## src/sv/bsc_pkg.sv

```systemverilog
// Shared types, constants and arithmetic helpers for the barometric compensation core.
package bsc_pkg;

  // Result status codes.
  localparam logic [1:0] ST_OK    = 2'd0;
  localparam logic [1:0] ST_NOCAL = 2'd1;
  localparam logic [1:0] ST_ZDIV  = 2'd2;

  // Configuration register indexes.
  localparam logic [2:0] REG_AC1_AC2 = 3'd0;
  localparam logic [2:0] REG_AC3_AC4 = 3'd1;
  localparam logic [2:0] REG_AC5_AC6 = 3'd2;
  localparam logic [2:0] REG_B1_B2   = 3'd3;
  localparam logic [2:0] REG_MC_MD   = 3'd4;
  localparam logic [2:0] REG_OSS     = 3'd5;
  localparam logic [2:0] REG_CAL     = 3'd6;

  // Default depth of the queue between front and back.
  localparam int unsigned QUEUE_DEPTH = 2;

  // Compensation constants.
  localparam logic [31:0] B6_OFFSET   = 32'd4000;
  localparam logic [31:0] P_COEF_SQ   = 32'd3038;
  localparam logic [31:0] P_COEF_LIN  = 32'hFFFF_E343;  // -7357
  localparam logic [31:0] P_COEF_OFS  = 32'd3791;
  localparam logic [31:0] B7_SCALE    = 32'd50000;
  localparam logic [31:0] B4_OFFSET   = 32'd32768;
  localparam logic [19:0] PRESS_MAX   = 20'hF_FFFF;

  // One classified transaction as it travels from front to back.
  typedef struct packed {
    logic [31:0] x1;
    logic [31:0] den;
    logic [23:0] rawp;
    logic [1:0]  status;
  } queue_entry_t;

  // Low 32 bits of a product.
  function automatic logic [31:0] mul32(input logic [31:0] a, input logic [31:0] b);
    logic [31:0] r;
    r = a * b;
    return r;
  endfunction

  // Arithmetic right shift of a 32-bit word.
  function automatic logic [31:0] asr32(input logic [31:0] v, input int unsigned s);
    logic [31:0] r;
    r = 32'($signed(v) >>> s);
    return r;
  endfunction

  // Sign extension of a 16-bit half.
  function automatic logic [31:0] sx16(input logic [15:0] h);
    logic [31:0] r;
    r = {{16{h[15]}}, h};
    return r;
  endfunction

endpackage

```

## src/sv/bsc_queue.sv

```systemverilog
// Short queue of classified transactions between the front and back parts.
module bsc_queue #(
  parameter int unsigned Depth = bsc_pkg::QUEUE_DEPTH
) (
  input  logic                  clk_i,
  input  logic                  rst_ni,
  input  logic                  push_i,
  input  bsc_pkg::queue_entry_t entry_i,
  input  logic                  pop_i,
  output logic                  nonempty_o,
  output logic                  full_o,
  output bsc_pkg::queue_entry_t entry_o
);

  localparam int unsigned PtrW = (Depth > 1) ? $clog2(Depth) : 1;
  localparam int unsigned CntW = $clog2(Depth + 1);

  bsc_pkg::queue_entry_t mem_q [Depth];
  logic [PtrW-1:0] wr_ptr_q, wr_ptr_d;
  logic [PtrW-1:0] rd_ptr_q, rd_ptr_d;
  logic [CntW-1:0] cnt_q, cnt_d;
  logic            do_pop;

  assign do_pop     = pop_i && (cnt_q != '0);
  assign nonempty_o = (cnt_q != '0);
  assign full_o     = (cnt_q == CntW'(Depth));
  assign entry_o    = mem_q[rd_ptr_q];

  // Pointer and fill count update.
  always_comb begin
    wr_ptr_d = wr_ptr_q;
    rd_ptr_d = rd_ptr_q;
    cnt_d    = cnt_q;
    if (push_i) begin
      wr_ptr_d = (wr_ptr_q == PtrW'(Depth - 1)) ? '0 : wr_ptr_q + 1'b1;
    end
    if (do_pop) begin
      rd_ptr_d = (rd_ptr_q == PtrW'(Depth - 1)) ? '0 : rd_ptr_q + 1'b1;
    end
    if (push_i && !do_pop) begin
      cnt_d = cnt_q + 1'b1;
    end else if (!push_i && do_pop) begin
      cnt_d = cnt_q - 1'b1;
    end
  end

  always_ff @(posedge clk_i or negedge rst_ni) begin
    if (!rst_ni) begin
      wr_ptr_q <= '0;
      rd_ptr_q <= '0;
      cnt_q    <= '0;
    end else begin
      wr_ptr_q <= wr_ptr_d;
      rd_ptr_q <= rd_ptr_d;
      cnt_q    <= cnt_d;
    end
  end

  always_ff @(posedge clk_i) begin
    if (push_i) begin
      mem_q[wr_ptr_q] <= entry_i;
    end
  end

endmodule

```

## config.mk

```make
export PLATFORM = sky130hd
export DESIGN_NAME = bsc_queue
export DESIGN_NICKNAME = d
export VERILOG_FILES = /design/src/sv/bsc_pkg.sv /design/src/sv/bsc_queue.sv
export SDC_FILE = /design/constraint.sdc
export NUM_CORES = 1
export LEC_CHECK = 0
export ABC_AREA = 1
export BUFFER_PORTS_ARGS = -buffer_cell sky130_fd_sc_hd__buf_2
export CAP_MARGIN = 20
export CORE_AREA = 2 2 152 154
export CTS_CLUSTER_SIZE = 28
export DETAILED_ROUTE_END_ITERATION = 16
export DIE_AREA = 0 0 154 156
export RECOVER_POWER = 50
export SYNTH_ARGS = -nofsm -noshare
export SYNTH_HDL_FRONTEND = slang
export SYNTH_SLANG_ARGS = --single-unit
export TNS_END_PERCENT = 30
```

## constraint.sdc

```tcl
create_clock -name clk_i -period 4.85 [get_ports clk_i]
set_clock_uncertainty 0.2 [all_clocks]
set_input_delay 0.2425 -clock clk_i [delete_from_list [all_inputs] [get_ports clk_i]]
set_output_delay 0.2425 -clock clk_i [all_outputs]
set_load 0.03 [all_outputs]
```

### Word-level counts from Yosys, hierarchy flattened

Memory sizes are Yosys's and may differ from the RTL's.
Index checks and enable logic that the tools add are counted.

* add/subtract/negate cells: 4
* multipliers: 0
* divide/modulo/power cells: 0
* magnitude comparators: 0
* equality and inequality tests: 1
* shifts and indexed selects: 0
* muxes and demuxes: 6
* bitwise gates (word level): 0
* reductions and logical operators: 7

Operators by type and width (number)
* $mux 1: 4
* $mux 2: 2
* $reduce_bool 2->1: 2
* $logic_and 1x1->1: 3
* $add 1x1->1 const B: 2
* $add 2x1->2 const B: 1
* $eq 2x2->1 const B: 1
* $logic_not 1->1: 2
* $sub 2x1->2 const B: 1

* register bits: 4
* latch bits: 0
* bits in writable memories: 180
* memory bits (read-only): 0
* input bits: 94
* output and inout port bits: 92
* memories kept: 1

Memories
* mem_q: words 2, width 90, rd ports 1, clocked after Yosys merged registers in 0, wr ports 1, line bsc_queue.sv:18 `bsc_pkg::queue_entry_t mem_q [Depth];`

### Longest topological paths before layout

* word-level depth: 5
* gate-level depth with buffers: 9
* mapped depth without buffers: 9

### Worst setup path before layout

Ideal clock, no wire load.

* kind: reg2reg
* from: register wr_ptr_q
* to: memory mem_q[0][0] (netlist name) (enable)
* setup time: 0.542 ns
* arrival: 4.161 ns
* data required time: 4.108 ns
* path slack: -0.053 ns
* stages on the path, launching flop included: 2
* path through: dfrtp_1 -> nor2_1

RTL lines
* start, declared: line bsc_queue.sv:19 `logic [PtrW-1:0] wr_ptr_q, wr_ptr_d;`
* start signal, assigned: line bsc_queue.sv:53 `wr_ptr_q <= wr_ptr_d;`
* end, declared: line bsc_queue.sv:18

Straight into the memory's write port.

### Worst setup path after layout

* from: input port push_i
* to: memory mem_q[0][82] (netlist name) (enable)

* word-level cells in the longest chain between the ends: 2

Ends and longest elaborated chain
* start, declared: line bsc_queue.sv:7 `input logic push_i,`
* $mux 1: line bsc_queue.sv:60 `if (push_i) begin`
* $mux 1 (not written as such): line bsc_queue.sv:61 `mem_q[wr_ptr_q] <= entry_i;`

No other way between the ends.

==> impl_metrics.ini <==
[outcome]
status = complete, but fails checks
violations = capacitance limit, slew limit

[die]
ios = 186
die_area_um2 = 24000
dieWidth_um = 154
start_util_pct = 30.5
dieHeight_um = 156
fp.coreArea_um2 = 22400
num_rows = 55

[sta]
max_slew_margin_pct = -57.4
fin_ws_ns = 1.76
rsz0062_at_grt = false
hold_viol_final = 0
final-setup-viol-count = 0
tightest_slew_ns = 2.36
fmax_mhz = 324
layout_worst_path_cycle_share_pct = 63.7
fin_tns_setup_ns = 0
hold_ws_ns = 0.313
slew_viol_final = 40
period_minus_slack_ns = 3.09

[routing]
viasPerCell = 4.16
dr.pass1.iters = 4
route.detailed.drc = 0
drtIter0Drc = 249
drt_wl_total_um = 15100
routedWlPerCell_um = 14.0
num_vias = 4489
antenna_left = 0

[clocking]
h-tree-depth = 4
clk_latency_ns = 0.42
cts_tree = built
cts_setup_buffers = 0
ctsHoldBuffers = 94
clk_pin_slew_ns = 0.07
cts_buffer_depth = 2
clock-sinks = 184
numCtsBuffers = 17
post_cts_resize_count = 0
root_buffer = clkbuf_16

[setup_path]
required_ns = 4.64
worstSetupEndpointType = flip-flop
cp_max_fo = 39
arrival_ns = 2.88
startpoint_type = input port
path_class = in2reg

[finish]
diodes = 0
seqCellArea_um2 = 5510
fill_cells = 2095
nets = 876
utilization_pct = 42.1
syn2layout_area_growth_pct = 38.2
drive_gt1_share_pct = 19.4
multiInputGateArea_um2 = 1110

[run]
cap_viol_max_count = 1

[power]
pwr-share-seq_pct = 37.9
swShare_pct = 40.2
power_density_nw_per_um2 = 615
pwr-share-clk_pct = 24.4
p_int_uw = 3470
leakagePower_uw = 0.00387
switchingPower_uw = 2330
pwr-share-comb_pct = 37.7
ir_worst_vdd_mv = 0.310

[placed_design]
dp_hpwl_um = 8890
gp_congestion = 0.691
pre_cts_ws_ns = 2.30
port_buffers = 185

[yosys]
synth_area_um2 = 6810
syn_avg_cell_area_um2 = 13.7
seq_area_frac_synth_pct = 80.8
syn_inst = 497
synth_cell_types = 14
yosysWarningCount = 0
syn_nets = 592
ys_seq_elements = 184

[min_path]
holdCritPathClass = reg2reg

[global_routing]
antenna_found_initial = 0
grt_max_degree = 91
grt_first_pass_wirelength_um = 23700
grt_use_total_pct = 12.9
grt_overflow = 0
grt_pass1_vias = 4629
[metal layers]
layer / GRT usage (%) / vias to the layer above / part of all wire (%)
met3: 4.00 / 14 / 5.3
li1: - / 2239 / -
met4: 3.83 / 0 / 0.95
met1: 15.6 / 2113 / 44
met2: 22.2 / 123 / 50
met5: 0 / - / 0
[power by group through the flow]
stage	Sequential [uW]	Clock [uW]	Combinational [uW]
3_3_place_gp	2220	0	2170
4_1_cts	2190	1460	2250
3_5_place_dp	2220	0	2180
2_1_floorplan	2220	0	1560
5_1_grt	2220	1510	2390
6_report	2190	1410	2190
[final timing paths]
path,from,to,slack (ns),cells after the start
setup / recovery,push_i,mem_q[0][82]$_DFFE_PP_,1.76,5
hold / removal,cnt_q[1]$_DFFE_PN0P_,cnt_q[1]$_DFFE_PN0P_,0.31,2
setup reg to reg,wr_ptr_q$_DFFE_PN0P_,mem_q[0][82]$_DFFE_PP_,1.97,2
hold reg to reg,cnt_q[1]$_DFFE_PN0P_,cnt_q[1]$_DFFE_PN0P_,0.31,2
max in group asynchronous,rst_ni,rd_ptr_q$_DFFE_PN0P_,3.68,3
min in group asynchronous,rst_ni,cnt_q[1]$_DFFE_PN0P_,0.55,3
[flip-flops by register name (all words and copies together), names as in the netlist]
signal / cells
rd_ptr_q: 1
mem_q: 180
cnt_q: 2
wr_ptr_q: 1
[kinds of logic (layout without fill, tap and decap cells)]
| group | count (synthesis) | count (layout) | share of synthesized area (%) |
|---|---|---|---|
| simple gates | 284 | 284 | 15.7 |
| flops | 184 | 184 | 80.8 |
| buf+inv | 26 | 323 | 3.03 |
| xor+xnor | 2 | 2 | 0.257 |
| fa+ha+maj | 1 | 1 | 0.184 |
[per-stage QoR]
step	cell area, um2	power (uW)	instances
after global placement	7970	4390	953
after CTS	9510	5900	1079
final	9420	5790	1079
after floorplan	6820	3790	497
after detailed placement	7970	4410	953
after global routing	9420	6120	1079
[critical path: stages]
cell and delay [ns]:
dlygate4sd3_1 0.55, clkbuf_1 0.20, inv_1 0.10, nor2_4 0.09
clkbuf_1 1.67
[layout by cell type (no fill, tap or decap), drive strengths merged]
master and n:
nand2 279, clkinvlp 2, nor2 2, nand4 1
inv 10, bufinv 3, buf 121, edfxtp 180
nand3 2, clkinv 7, ha 1, dfrtp 4
dlygate4sd3 94, clkbuf 86, xnor2 1, xor2 1
[synth_stat cells]
cell type | number | share of area (%)
inv_2 | 1 | 0.055
nand3_1 | 2 | 0.15
clkbuf_8 | 9 | 1.8
nand2_1 | 279 | 15
xnor2_1 | 1 | 0.13
buf_6 | 1 | 0.17
buf_2 | 9 | 0.66
ha_1 | 1 | 0.18
inv_1 | 6 | 0.33
xor2_1 | 1 | 0.13
nor2_1 | 2 | 0.11
edfxtp_1 | 180 | 79
dfrtp_1 | 4 | 1.5
nand4_1 | 1 | 0.092
[final cells by class]
| class | instances | share of cell area (%) |
|---|---|---|
| Clock buffer | 17 | 4.52 |
| Clock inverter | 15 | 1.83 |
| Inverter | 7 | 0.319 |
| Multi-Input combinational cell | 287 | 11.8 |
| Sequential cell | 184 | 58.5 |
| Tap cell | 285 | 3.79 |
| Timing Repair Buffer | 284 | 19.3 |
No activity file was read; power rests on OpenSTA's default activity.
