--- src/sv/bsc_pkg.sv ---
// Shared types, constants and arithmetic helpers for the barometric compensation core.
package bsc_pkg;

  // Result status codes.
  localparam logic [1:0] ST_OK    = 2'd0;
  localparam logic [1:0] ST_NOCAL = 2'd1;
  localparam logic [1:0] ST_ZDIV  = 2'd2;

  // Configuration register indexes.
  localparam logic [2:0] REG_AC1_AC2 = 3'd0;
  localparam logic [2:0] REG_AC3_AC4 = 3'd1;
  localparam logic [2:0] REG_AC5_AC6 = 3'd2;
  localparam logic [2:0] REG_B1_B2   = 3'd3;
  localparam logic [2:0] REG_MC_MD   = 3'd4;
  localparam logic [2:0] REG_OSS     = 3'd5;
  localparam logic [2:0] REG_CAL     = 3'd6;

  // Default depth of the queue between front and back.
  localparam int unsigned QUEUE_DEPTH = 2;

  // Compensation constants.
  localparam logic [31:0] B6_OFFSET   = 32'd4000;
  localparam logic [31:0] P_COEF_SQ   = 32'd3038;
  localparam logic [31:0] P_COEF_LIN  = 32'hFFFF_E343;  // -7357
  localparam logic [31:0] P_COEF_OFS  = 32'd3791;
  localparam logic [31:0] B7_SCALE    = 32'd50000;
  localparam logic [31:0] B4_OFFSET   = 32'd32768;
  localparam logic [19:0] PRESS_MAX   = 20'hF_FFFF;

  // One classified transaction as it travels from front to back.
  typedef struct packed {
    logic [31:0] x1;
    logic [31:0] den;
    logic [23:0] rawp;
    logic [1:0]  status;
  } queue_entry_t;

  // Low 32 bits of a product.
  function automatic logic [31:0] mul32(input logic [31:0] a, input logic [31:0] b);
    logic [31:0] r;
    r = a * b;
    return r;
  endfunction

  // Arithmetic right shift of a 32-bit word.
  function automatic logic [31:0] asr32(input logic [31:0] v, input int unsigned s);
    logic [31:0] r;
    r = 32'($signed(v) >>> s);
    return r;
  endfunction

  // Sign extension of a 16-bit half.
  function automatic logic [31:0] sx16(input logic [15:0] h);
    logic [31:0] r;
    r = {{16{h[15]}}, h};
    return r;
  endfunction

endpackage

--- src/sv/bsc_front.sv ---
// Front part: accepts raw readings, computes X1 and the temperature divisor, classifies.
module bsc_front (
  input  logic                  clk_i,
  input  logic                  rst_ni,
  input  logic                  accept_i,
  input  logic [15:0]           raw_temperature_i,
  input  logic [23:0]           raw_pressure_bytes_i,
  input  logic [31:0]           coef_ac5_ac6_i,
  input  logic [31:0]           coef_mc_md_i,
  input  logic                  cal_loaded_i,
  output logic                  push_o,
  output bsc_pkg::queue_entry_t entry_o
);

  logic        vld_q;
  logic [31:0] prod_q;
  logic [23:0] rawp_q;
  logic [31:0] x1;
  logic [31:0] den;

  always_ff @(posedge clk_i or negedge rst_ni) begin
    if (!rst_ni) begin
      vld_q <= 1'b0;
    end else begin
      vld_q <= accept_i;
    end
  end

  // (UT - AC6) * AC5, low word.
  always_ff @(posedge clk_i) begin
    prod_q <= bsc_pkg::mul32({16'd0, raw_temperature_i} - {16'd0, coef_ac5_ac6_i[15:0]},
                             {16'd0, coef_ac5_ac6_i[31:16]});
    rawp_q <= raw_pressure_bytes_i;
  end

  // Classify the transaction before it enters the queue.
  always_comb begin
    x1  = bsc_pkg::asr32(prod_q, 15);
    den = x1 + bsc_pkg::sx16(coef_mc_md_i[15:0]);
    entry_o.x1   = x1;
    entry_o.den  = den;
    entry_o.rawp = rawp_q;
    if (!cal_loaded_i) begin
      entry_o.status = bsc_pkg::ST_NOCAL;
    end else if (den == 32'd0) begin
      entry_o.status = bsc_pkg::ST_ZDIV;
    end else begin
      entry_o.status = bsc_pkg::ST_OK;
    end
  end

  assign push_o = vld_q;

endmodule

--- config.mk ---
export PLATFORM = sky130hd
export DESIGN_NAME = bsc_front
export DESIGN_NICKNAME = d
export VERILOG_FILES = /design/src/sv/bsc_pkg.sv /design/src/sv/bsc_front.sv
export SDC_FILE = /design/constraint.sdc
export NUM_CORES = 1
export LEC_CHECK = 0
export ABC_AREA = 1
export BUFFER_PORTS_ARGS = -buffer_cell sky130_fd_sc_hd__buf_4
export CORE_UTILIZATION = 40
export DETAILED_ROUTE_END_ITERATION = 10
export SYNTH_ARGS = -nofsm -noshare
export SYNTH_HDL_FRONTEND = slang
export SYNTH_SLANG_ARGS = --single-unit
--- constraint.sdc ---
create_clock -name clk_i -period 1.69 [get_ports clk_i]
set_input_delay 0 -clock clk_i [delete_from_list [all_inputs] [get_ports clk_i]]
set_output_delay 0 -clock clk_i [all_outputs]
set_load 0.005 [all_outputs]
### After elaboration in Yosys (flattened, before gate mapping)

Index checks and enable logic that the tools add are counted.

| word-level totals | value |
|---|---|
| input bits | 108 |
| register bits after elaboration | 57 |

| cells by class | value |
|---|---|
| multiply operators | 1 |
| reductions and logical operators | 1 |
| mux-type cells | 2 |
| add/sub/neg operators | 2 |

Operators with widths:

| kind | count |
|---|---|
| 32-bit zero test | 1 |
| 17-bit by 17-bit multiplier with 32-bit output | 1 |
| 17-bit by 16-bit adder with 18-bit output | 1 |
| 16-bit by 16-bit subtractor with 17-bit output | 1 |
| 2-bit two-way mux | 2 |

### Depth between registers and ports, before layout

Gate-level depths: netlist of run 1.

| depth | value |
|---|---|
| depth in word-level cells | 4 |
| mapped depth | 41 |
| mapped depth without buffers | 41 |

### Worst setup path before layout of run 1

No wires, ideal clock.

| path | value |
|---|---|
| kind | input port to flip-flop |
| start point | in raw_temperature_i[0] |
| end point | reg prod_q[29] |
| stages on the path | 38 |
| data arrival time | 6.425 ns |
| data required time | 1.578 ns |
| slack | -4.847 ns |
| path buffers | 0 |
| library setup time | 0.112 ns |
| cells stage by stage | inv_1 ha_1 fa_1 inv_1 nand2_1 nand2_1 o21ai_2 o21ai_1 nand2_1 nand2_1 nand2_1 nand2_2 inv_2 o21bai_4 nand3_2 nand2_1 nand2_2 nand2_2 [2 not listed] inv_1 fa_1 fa_1 inv_1 fa_1 fa_1 inv_1 fa_1 inv_1 ha_1 nand2_1 nor4_1 nand3_1 nand3_1 a21o_1 nand3_1 nand3_1 nand2_1 |

| on the way | value |
|---|---|
| longest elaborated chain between the ends | 2 |

RTL lines:

| element | line | RTL |
|---|---|---|
| start, declared | bsc_front.sv:6 | `input logic [15:0] raw_temperature_i,` |
| 16-bit by 16-bit subtractor with 17-bit output | bsc_front.sv:31 | `prod_q <= bsc_pkg::mul32({16'd0, raw_temperature_i} - {16'd0, coef_ac5_ac6_i[15:0]},` |
| 17-bit by 17-bit multiplier with 32-bit output | bsc_pkg.sv:41 | `r = a * b;` |
| end signal, assigned | bsc_front.sv:31 |  |
| end, declared | bsc_front.sv:16 | `logic [31:0] prod_q;` |

No other way between the ends.

### Final worst setup path of run 1

| path | value |
|---|---|
| start point | in raw_temperature_i[0] |
| end point | reg prod_q[30] |

The elaborated chain is that of the path after synthesis.

==> results of run 1 <==
[placed cells by master (no fill, tap or decap), types with 38 or more instances in the layout]
master   Yosys  routed
buf_4       29     463
buf_6        0      68
fa_1       262     242
ha_1       114      84
inv_1      427     391
inv_2        7      38
nand2_1    254     200
nand2_2      6      41
nand3_1     58      40
nor2_1     180     154
[per-layer routing]
layer / routed length (um) / global-route usage
met1: 15400 / 0.292
met2: 20200 / 0.448
met3: 2030 / 0.0300
met4: 1220 / 0.0664
met5: 0 / 0
[metrics by stage]
stage	area, sq um	TNS (ps)	instances	hold slack (ps)	util
floorplan	13100	-74000	1611	-296	-
global route	19200	-102930	2532	21.9	0.608
detailed placement	16900	-90000	2436	-224	0.537
CTS	18500	-87670	2505	17.0	0.587
global placement	16900	-88760	2436	-225	0.537
finish	19200	-93510	2532	25.0	0.608
[worst max-delay path by stage]
stage / to / slack [ps] / cells after the start
after floorplan: prod_q[29]$_DFF_P_ / -4560 / 38
after global placement: prod_q[31]$_DFF_P_ / -5190 / 37
after detailed placement: prod_q[31]$_DFF_P_ / -5230 / 36
after CTS: prod_q[27]$_DFF_P_ / -4590 / 38
after global routing: prod_q[30]$_DFF_P_ / -4980 / 39
final: prod_q[30]$_DFF_P_ / -4590 / 38
[worst max-delay path: cells and delay by family]
kind / cells / cell delay (ps)
compound gates: 3 / 530
xor+xnor: 1 / 140
fa+ha+maj: 9 / 3380
buf+inv: 17 / 1690
simple gates: 8 / 690
[what timing repair did]
item,CTS,global route
setup buffers,38,30
pin swaps,109,71
gates cloned,1,0
hold endpoints to repair,26,0
gates resized for setup,214,126
setup endpoints to repair,47,47
hold buffers,26,0
[state kept, by name (all words and copies together) (netlist names)]
register and cells:
prod_q 17, push_o 1, rawp_q 24
[cells by family after synthesis]
logic type      after synthesis  synth area share
flops                        42            0.0659
fa+ha+maj                   376             0.520
simple gates                537             0.172
buf+inv                     501             0.155
xor+xnor                     49            0.0376
compound gates              106            0.0492
[area by class of cell]
| cell class | count | area [sq um] | area share |
|---|---|---|---|
| multi-input cells | 1069 | 11300 | 0.591 |
| repair buffers | 564 | 4640 | 0.242 |
| inverters | 447 | 1700 | 0.0888 |
| flip-flops and latches | 42 | 865 | 0.0450 |
| well taps | 402 | 503 | 0.0262 |
| clock buffers | 5 | 125 | 0.00652 |
| clock inverters | 3 | 18.8 | 0.000978 |
==> impl_metrics.py, run 1 <==
metrics = {
    "critical_path": {
        "cpMostUsedCell": "buf_4",
        "start_kind": "primary input",
        "required_ps": 1860,
        "critPathLaunch": "raw_temperature_i[0]",
        "cp_max_fo": 7,
        "critPathMaxStageDelay_ps": 510,
        "worstPathArrival_ps": 6450,
        "crit_path_top_delay_cell": "fa_1",
        "worstSetupPathType": "primary input to flop",
        "worst_setup_path_end_kind": "flop",
    },
    "cts": {
        "clkTransAtPathRegs_ps": 60,
        "cts-buffers-inserted": 5,
        "cts_sinks": 42,
        "clockRootBuffer": "clkbuf_16",
        "cts_htree_levels": 2,
        "cts_tree": "done",
        "cts_buffer_depth": 2,
    },
    "grt": {
        "grt_antenna_before_repair": 0,
        "grt_max_degree": 17,
        "grtUsageTotal": 0.242,
        "overflow": 0,
        "grt_pass1_vias": 13000,
        "grt_pass1_wl_um": 63100,
    },
    "final_layout": {
        "area_growth_pct": 49.7,
        "nets": 2613,
        "drive_above_1_share": 0.388,
        "fill_cells": 2776,
        "diodes": 0,
    },
    "floorplan": {
        "dieArea_sq_mm": 0.0328,
        "core-area_sq_mm": 0.0316,
        "ios": 199,
        "die_h_um": 181,
        "fp-row-count": 65,
        "start_util": 0.407,
        "die_w_um": 181,
    },
    "placed_design": {
        "io_buffers": 182,
        "gp_congestion": 0.943,
        "place_worst_setup_slack_ps": -5230,
        "hpwl_um": 32200,
    },
    "yosys": {
        "synth_common_cells": "inv_1 (427), fa_1 (262), nand2_1 (254)",
        "yosys-top-cells-area": "fa_1 (41%), inv_1 (12%), ha_1 (11%)",
        "yosys.area.top_type": "fa_1",
        "yosysMostFrequentCell": "inv_1",
        "syn_inst": 1611,
        "synth_flop_cell": "dfxtp_1",
        "synth_nets": 2095,
        "syn_area_sq_mm": 0.0128,
        "synth_edf_count": 0,
        "synth-seq-area-share": 0.0659,
        "avgSynthCellArea_sq_um": 7.96,
        "yosys_warnings": 0,
        "synth-async-reset-ratio": 0.0238,
        "ys_types": 44,
        "ys_ff_latch": 42,
        "synth_top_cell_area_share": 0.409,
    },
    "timing": {
        "finalCriticalPeriod_ps": 6280,
        "worst_slew_pin_slew_ps": 556,
        "drv_slew": 0,
        "min_period_over_period": 3.72,
        "fmax_mhz": 159,
        "rsz0062_at_grt": "true",
        "setup_viol": 47,
        "hold_violations": 0,
        "relSlewSlack": 0.627,
        "fin_ws_ps": -4590,
    },
    "detailed_routing": {
        "drtAntennaViolNets": 0,
        "drt-pass1-iter-count": 6,
        "wire_per_inst_um": 15.3,
        "wl_um": 38800,
        "drtIter0Drc": 482,
        "drcViolationCount": 0,
        "viasPerCell": 4.78,
        "vias": 12100,
    },
    "flow_run": {
        "maxCapViolCount": 0,
    },
    "worst_hold_path": {
        "worst_hold_path_type": "primary input to async pin",
    },
    "outcome": {
        "status": "finished with violations",
        "violations": "setup timing",
    },
}
Power of run 1 is left out: the tool's default activity adds up to more than one toggle a clock period on the data nets, which glitch-free logic cannot reach.
==> run 2: changes to the inputs <==
--- a/config.mk
+++ b/config.mk
@@ -5,10 +5,10 @@
 export SDC_FILE = /design/constraint.sdc
 export NUM_CORES = 1
 export LEC_CHECK = 0
-export ABC_AREA = 1
 export BUFFER_PORTS_ARGS = -buffer_cell sky130_fd_sc_hd__buf_4
 export CORE_UTILIZATION = 40
 export DETAILED_ROUTE_END_ITERATION = 10
+export SETUP_SLACK_MARGIN = 0.1
 export SYNTH_ARGS = -nofsm -noshare
 export SYNTH_HDL_FRONTEND = slang
 export SYNTH_SLANG_ARGS = --single-unit
==> impl_metrics.py, run 2 <==
metrics = {
    "outcome": {
        "status": "finished with violations",
        "violations": "setup timing",
    },
    "cts": {
        "clkTransAtPathRegs_ps": 60,
        "cts_htree_levels": 2,
        "cts_buffer_depth": 2,
        "clockRootBuffer": "clkbuf_16",
        "cts_sinks": 42,
        "cts-buffers-inserted": 5,
        "cts_tree": "done",
    },
    "yosys": {
        "synth_nets": 1854,
        "synth-async-reset-ratio": 0.0238,
        "syn_area_sq_mm": 0.0123,
        "synth_common_cells": "inv_1 (351), fa_1 (262), nand2_1 (153)",
        "yosysMostFrequentCell": "inv_1",
        "yosys-top-cells-area": "fa_1 (43%), ha_1 (12%), inv_1 (11%)",
        "yosys_warnings": 0,
        "ys_types": 57,
        "yosys.area.top_type": "fa_1",
        "synth-seq-area-share": 0.0688,
        "ys_ff_latch": 42,
        "syn_inst": 1370,
        "avgSynthCellArea_sq_um": 8.97,
        "synth_flop_cell": "dfxtp_1",
        "synth_edf_count": 0,
        "synth_top_cell_area_share": 0.427,
    },
    "timing": {
        "setup_viol": 47,
        "hold_violations": 0,
        "relSlewSlack": 0.720,
        "min_period_over_period": 4.00,
        "drv_slew": 0,
        "fin_ws_ps": -5070,
        "rsz0062_at_grt": "true",
        "setup_tns_ps": -107470,
        "finalCriticalPeriod_ps": 6760,
        "fmax_mhz": 148,
        "worst_slew_pin_slew_ps": 417,
    },
    "detailed_routing": {
        "drtAntennaViolNets": 0,
        "m1WireLength_um": 13500,
        "drt-pass1-iter-count": 5,
        "vias": 10100,
        "wl_um": 32300,
        "drcViolationCount": 0,
        "routed.top_layer": "met4",
        "viasPerCell": 4.66,
        "drtIter0Drc": 295,
        "wl_met3_um": 915,
        "wire_per_inst_um": 14.8,
        "wl_met2_um": 17400,
    },
    "critical_path": {
        "start_kind": "primary input",
        "critPathMaxStageDelay_ps": 580,
        "crit_path_top_delay_cell": "fa_1",
        "crit_buf_inv": 9,
        "required_ps": 1860,
        "cpLargestDelayFamily": "adder cells",
        "worstSetupPathType": "primary input to flop",
        "worstPathArrival_ps": 6940,
        "cp_max_fo": 6,
        "worst_setup_path_end_kind": "flop",
        "cpMostUsedCell": "fa_1",
    },
    "final_layout": {
        "area_growth_pct": 40.7,
        "regMostFlops": "rawp_q",
        "stdcell_area_sq_mm": 0.0173,
        "largest_register_ffs": 24,
        "drive_above_1_share": 0.342,
        "utilization": 0.577,
        "final_common_cell": "buf_4",
        "mostFrequentLayoutCells": "buf_4 (393), inv_1 (338), fa_1 (252)",
        "nets": 2268,
        "diodes": 0,
    },
    "floorplan": {
        "start_util": 0.410,
        "die_h_um": 177,
        "ios": 199,
        "die_w_um": 177,
        "core-area_sq_mm": 0.0300,
        "fp-row-count": 63,
        "dieArea_sq_mm": 0.0314,
    },
    "flow_run": {
        "maxCapViolCount": 0,
    },
    "grt": {
        "overflow": 0,
        "grtUsageTotal": 0.214,
        "grt_antenna_before_repair": 0,
        "grt_max_degree": 17,
        "grt_pass1_wl_um": 53400,
        "grt_pass1_vias": 11000,
    },
    "placed_design": {
        "hpwl_um": 27400,
        "postPlaceCellArea_sq_mm": 0.0159,
        "place_worst_setup_slack_ps": -5730,
        "gp_congestion": 0.860,
        "io_buffers": 182,
    },
    "worst_hold_path": {
        "worst_hold_path_type": "primary input to async pin",
    },
}
## run 2: kinds of logic (layout without fill, tap and decap cells)
| logic type | after synthesis | count (layout) | share of synthesized area |
|---|---|---|---|
| AO/OA/AOI/OAI | 101 | 101 | 0.0538 |
| flip-flops | 42 | 42 | 0.0688 |
| AND/OR/NAND/NOR | 368 | 368 | 0.152 |
| XOR/XNOR | 58 | 58 | 0.0419 |
| adder cells (fa/ha/maj) | 378 | 378 | 0.544 |
| buffers and inverters | 422 | 837 | 0.138 |
| multiplexers | 1 | 1 | 0.000814 |
## run 2: worst paths after layout
| path | cells after the start | slack (ps) | end | from |
|---|---|---|---|---|
| min in group clk_i | 3 | 230 | entry_o[0] | cal_loaded_i |
| setup / recovery | 33 | -5070 | prod_q[31]$_DFF_P_ | raw_temperature_i[0] |
| hold / removal | 2 | 30 | push_o$_DFF_PN0_ | rst_ni |
| max in group asynchronous | 2 | 1570 | push_o$_DFF_PN0_ | rst_ni |
## run 2: metrics by stage
| stage | cells | hold slack (ps) |
|---|---|---|
| 2_1_floorplan | 1370 | -296 |
| 4_1_cts | 2164 | 19.1 |
| 3_5_place_dp | 2114 | -222 |
| 3_3_place_gp | 2114 | -225 |
| 5_1_grt | 2175 | 35.3 |
| 6_report | 2175 | 31.4 |
## run 2: metal layers
metal | up-vias | global-route usage
li1 | 4821 | -
met3 | 39 | 0.0186
met1 | 5096 | 0.271
met4 | 0 | 0.0313
met2 | 178 | 0.400
met5 | - | 0
## run 2: final cells by class
cell class              count  area, sq um
clock inverters             3         25.0
flip-flops and latches     42          852
repair buffers            474         3860
multi-input cells         906        10600
inverters                 355         1340
fillers                  2642        12700
well taps                 390          488
clock buffers               5          125
## run 2: what timing repair did
item,in CTS,in global routing
buffers inserted,21,16
hold buffers,26,0
endpoints found under the hold margin,26,0
resized for setup,111,66
pin swaps,71,52
gates cloned,1,0
endpoints found under the setup margin,47,48
Power of run 2 is left out for the same reason.
